<file path="src/rtl/core/bounded_deque_macros.svh">
// Assertion macros used by the top RTL file of the deque.
// Each macro expects clk and rst_n in scope at the point of use.
`ifndef BOUNDED_DEQUE_MACROS_SVH
`define BOUNDED_DEQUE_MACROS_SVH

// Same-cycle implication, checked on every rising clock edge outside reset.
`define BDQ_ASSERT_NOW(label, ante, cons, msg) \
    label: assert property (@(posedge clk) disable iff (!rst_n) (ante) |-> (cons)) \
        else $error(msg);

// Next-cycle implication, checked on every rising clock edge outside reset.
`define BDQ_ASSERT_NEXT(label, ante, cons, msg) \
    label: assert property (@(posedge clk) disable iff (!rst_n) (ante) |=> (cons)) \
        else $error(msg);

`endif

</file>
<file path="src/rtl/core/bdq_pkg.sv">
`timescale 1ns / 1ps
`default_nettype none

package bdq_pkg;

    // Operation codes carried by the opcode field.
    typedef enum logic [2:0] {
        OP_PUSH_BACK  = 3'd0,
        OP_PUSH_FRONT = 3'd1,
        OP_POP_FRONT  = 3'd2,
        OP_POP_BACK   = 3'd3,
        OP_PEEK_FRONT = 3'd4,
        OP_PEEK_BACK  = 3'd5,
        OP_READ_INDEX = 3'd6,
        OP_NONE       = 3'd7
    } op_t;

    // Completion codes reported with every result.
    typedef enum logic [1:0] {
        ST_OK    = 2'd0,
        ST_FULL  = 2'd1,
        ST_EMPTY = 2'd2,
        ST_RANGE = 2'd3
    } status_t;

    // Commands from the controller to the datapath.
    typedef struct packed {
        logic load;
        logic exec;
    } ctrl_cmd_t;

endpackage

`default_nettype wire

</file>
<file path="src/rtl/core/bdq_ctrl.sv">
`timescale 1ns / 1ps
`default_nettype none

module bdq_ctrl (
    input  wire logic              clk,
    input  wire logic              rst_n,
    input  wire logic              start,
    output logic                   busy,
    output logic                   done,
    output bdq_pkg::ctrl_cmd_t     cmd
);

    typedef enum logic [2:0] {
        S_IDLE = 3'b001,
        S_EXEC = 3'b010,
        S_RESP = 3'b100
    } state_t;

    state_t state_reg;
    state_t state_next;

    // A new transaction may be taken while the previous result is shown.
    always_comb
    begin
        state_next = state_reg;
        unique case (state_reg)
            S_IDLE:
            begin
                if (start)
                begin
                    state_next = S_EXEC;
                end
            end
            S_EXEC:
            begin
                state_next = S_RESP;
            end
            S_RESP:
            begin
                state_next = start ? S_EXEC : S_IDLE;
            end
            default:
            begin
                state_next = S_IDLE;
            end
        endcase
    end

    always_ff @(posedge clk or negedge rst_n)
    begin
        if (!rst_n)
        begin
            state_reg <= S_IDLE;
        end
        else
        begin
            state_reg <= state_next;
        end
    end

    // Handshake and datapath commands.
    assign busy     = (state_reg == S_EXEC);
    assign done     = (state_reg == S_RESP);
    assign cmd.load = start && !busy;
    assign cmd.exec = (state_reg == S_EXEC);

endmodule

`default_nettype wire

</file>
<file path="config.mk">
export PLATFORM = sky130hd
export DESIGN_NAME = bdq_ctrl
export DESIGN_NICKNAME = d
export VERILOG_FILES = /design/src/rtl/core/bounded_deque_macros.svh /design/src/rtl/core/bdq_pkg.sv /design/src/rtl/core/bdq_ctrl.sv
export SDC_FILE = /design/constraint.sdc
export NUM_CORES = 1
export LEC_CHECK = 0
export ABC_AREA = 1
export BUFFER_PORTS_ARGS = -buffer_cell sky130_fd_sc_hd__buf_4
export CAP_MARGIN = 20
export CORE_AREA = 2 2 39 41
export CTS_CLUSTER_SIZE = 20
export DETAILED_ROUTE_END_ITERATION = 16
export DIE_AREA = 0 0 41 43
export GPL_ROUTABILITY_DRIVEN = 0
export GPL_TIMING_DRIVEN = 0
export MAX_ROUTING_LAYER = met4
export PLACE_DENSITY = 0.3
export SYNTH_ARGS = -nofsm -noshare
export SYNTH_HDL_FRONTEND = slang
export SYNTH_SLANG_ARGS = --single-unit
export TNS_END_PERCENT = 20
</file>
<file path="constraint.sdc">
create_clock -name clk -period 1.3 [get_ports clk]
set_input_delay 0.195 -clock clk [delete_from_list [all_inputs] [get_ports clk]]
set_output_delay 0.195 -clock clk [all_outputs]
set_load 0.1 [all_outputs]
</file>
==> reports/results.ini <==
[outcome]
status = finished with violations
violations = negative setup slack

[layout]
antenna-diode-count = 0
nets = 33
instances_no_fill = 45
multi_input_area_um2 = 53.8
nFillCells = 159
largest_reg_flops = 3
area_growth_pct = 90.8
layout_common_cells = 4 x inv_1, 4 x buf_4, 3 x clkbuf_4
final-seq-area_um2 = 76.3
final_area_um2 = 287
drive_gt1_share_pct = 44.8

[routing]
viasPerCell = 3.24
ant_nets = 0
dr_total_vias = 146
drtPass1Iterations = 1
drc = 0
routed.top_layer = met3
routed_wl_um = 347
wl_met3_um = 3
drt-met1-wl_um = 115
wl_per_cell_um = 7.71
drt_iter0_drc = 0
route.met2.wl_um = 228

[clock_tree]
cts.path.max_buffers = 2
path_clk_slew_ns = 0.04
cts_max_level = 1
cts_tree = built
clock_latency_ns = 0.24
numCtsBuffers = 3
clock_sinks = 3
cts-root-buf = clkbuf_4

[die]
die_x_um = 41
ioPinCount = 7
rows = 14
initial_core_util_pct = 10.8
dieArea_um2 = 1760
core_area_um2 = 1380
fp.dieH_um = 43

[global_route]
grt_antenna_before_repair = 0
grt_pass1_vias = 153
grt_use_total_pct = 6.30
grt_pass1_wl_um = 586
grt_start_max_net_pins = 5
grt_overflow_total = 0

[timing]
hold_viol_final = 0
setup_viol = 4
max_freq_mhz = 667
rsz0062_at_grt = true
finalCritPeriodShare_pct = 115
tightest_slew_ns = 0.279
layout_setup_ws_ns = -0.199
slew_headroom_pct = 81.6
drv_slew = 0
min_period_ns = 1.50
skew_ns = 0.00566

[setup_path]
cp_max_fo = 4
crit_start = state_reg[0]$_DFFE_PN1P_
crit_path_top_delay_cell = dfstp_2
crit_type = reg -> out
cp_top_family = flip-flops
required_ns = 1.11
crit_chain = nor3_4, or2_1, inv_2, buf_12
end_kind = output port
max_stage_delay_ns = 0.56
worstPathArrival_ns = 1.30
path_buf_inv = 2
start_kind = flop
rr_startpoint = state_reg[0]$_DFFE_PN1P_

[placed_design]
dpl_worst_slack_ns = -0.0541
portBuffers = 6
placedCellCount = 40
placedInstanceArea_um2 = 221

[yosys]
synth.avg_cell_area_um2 = 8.34
syn_nets = 21
netlist_area_um2 = 150
ys_warn_count = 0
ys_seq_area_share_pct = 50.8
synth_cell_types = 11
netlist_instances = 18
postSynthRegisterBits = 3

[pwr]
p_comb_share_pct = 50.6
seqPwrFrac_pct = 24.9
p_clk_share_pct = 24.5
internal-power_w = 0.000365
power.leakage_nw = 0.143
p_sw_share_pct = 47.3
p_switching_w = 0.000327
ir_drop_mv = 0.416
power_density_nw_per_um2 = 2410

[flow_run]
drv_cap = 0

[hold_path]
hp-start = start
hp-class = in -> reg

power by group through the flow:
| stage | clock network [W] | logic [W] | registers [W] |
|---|---|---|---|
| floorplan | 0 | 0.000254 | 0.000169 |
| global placement | 0 | 0.000310 | 0.000174 |
| detailed placement | 0 | 0.000308 | 0.000175 |
| CTS | 0.000176 | 0.000353 | 0.000173 |
| global route | 0.000188 | 0.000364 | 0.000175 |
| finish | 0.000170 | 0.000350 | 0.000172 |
metrics by stage:
| step | TNS [ns] | utilization [%] | power [W] | hold slack, ns |
|---|---|---|---|---|
| 3_3_place_gp | -0.0446 | 16.0 | 0.000485 | -0.0159 |
| 3_5_place_dp | -0.0541 | 16.0 | 0.000483 | -0.0147 |
| 2_1_floorplan | -1.59 | - | 0.000423 | -0.101 |
| 6_report | -0.508 | 20.7 | 0.000691 | 0.118 |
| 4_1_cts | -0.591 | 20.7 | 0.000703 | 0.113 |
| 5_1_grt | -0.753 | 20.7 | 0.000727 | 0.111 |
final cells by class:
class	instances	share of cell area, %
Buffer	1	2.62
Clock buffer	4	9.17
Sequential cell	3	26.6
Tap cell	16	6.99
Timing Repair Buffer	7	29.3
Multi-Input combinational cell	9	18.8
Inverter	5	6.55
cell usage after synthesis:
cell type  instances  area (µm²)
inv_1              5        18.8
a21oi_1            2        10.0
dfrtp_1            2        50.1
nand2_1            2        7.51
buf_4              1        7.51
dfstp_2            1        26.3
nand3_1            1        5.00
nor2_1             1        3.75
nor3_1             1        5.00
nor3_2             1        10.0
or2_1              1        6.26
metal layers:
| metal | track usage [%] | vias to the layer above |
|---|---|---|
| li1 | - | 74 |
| met1 | 3.90 | 70 |
| met2 | 7.81 | 2 |
| met3 | 4.71 | 0 |
| met4 | 10.0 | 0 |
| met5 | - | - |
cell families after synthesis:
| logic type | share of synthesized area (%) |
|---|---|
| AO/OA/AOI/OAI | 6.67 |
| flip-flops | 50.8 |
| AND/OR/NAND/NOR | 25.0 |
| buffers and inverters | 17.5 |
final timing paths:
kind                                       endpoint  slack [ns]  cells after the start
max in group asynchronous  state_reg[0]$_DFFE_PN1P_        0.83                      2
max                                          cmd[1]       -0.20                      4
min in group asynchronous  state_reg[1]$_DFFE_PN0P_        0.28                      2
max reg2reg                state_reg[0]$_DFFE_PN1P_        0.32                      4
min                        state_reg[0]$_DFFE_PN1P_        0.12                      2
min reg2reg                state_reg[2]$_DFFE_PN0P_        0.53                      1
repair_timing:
action	in CTS	in global routing
setup endpoints to repair	4	4
hold buffers	1	0
buffers inserted	0	0
hold endpoints to repair	3	0
pin swaps	1	0
gates resized for setup	8	0
Note: power is estimated with default switching activity, not from simulation.
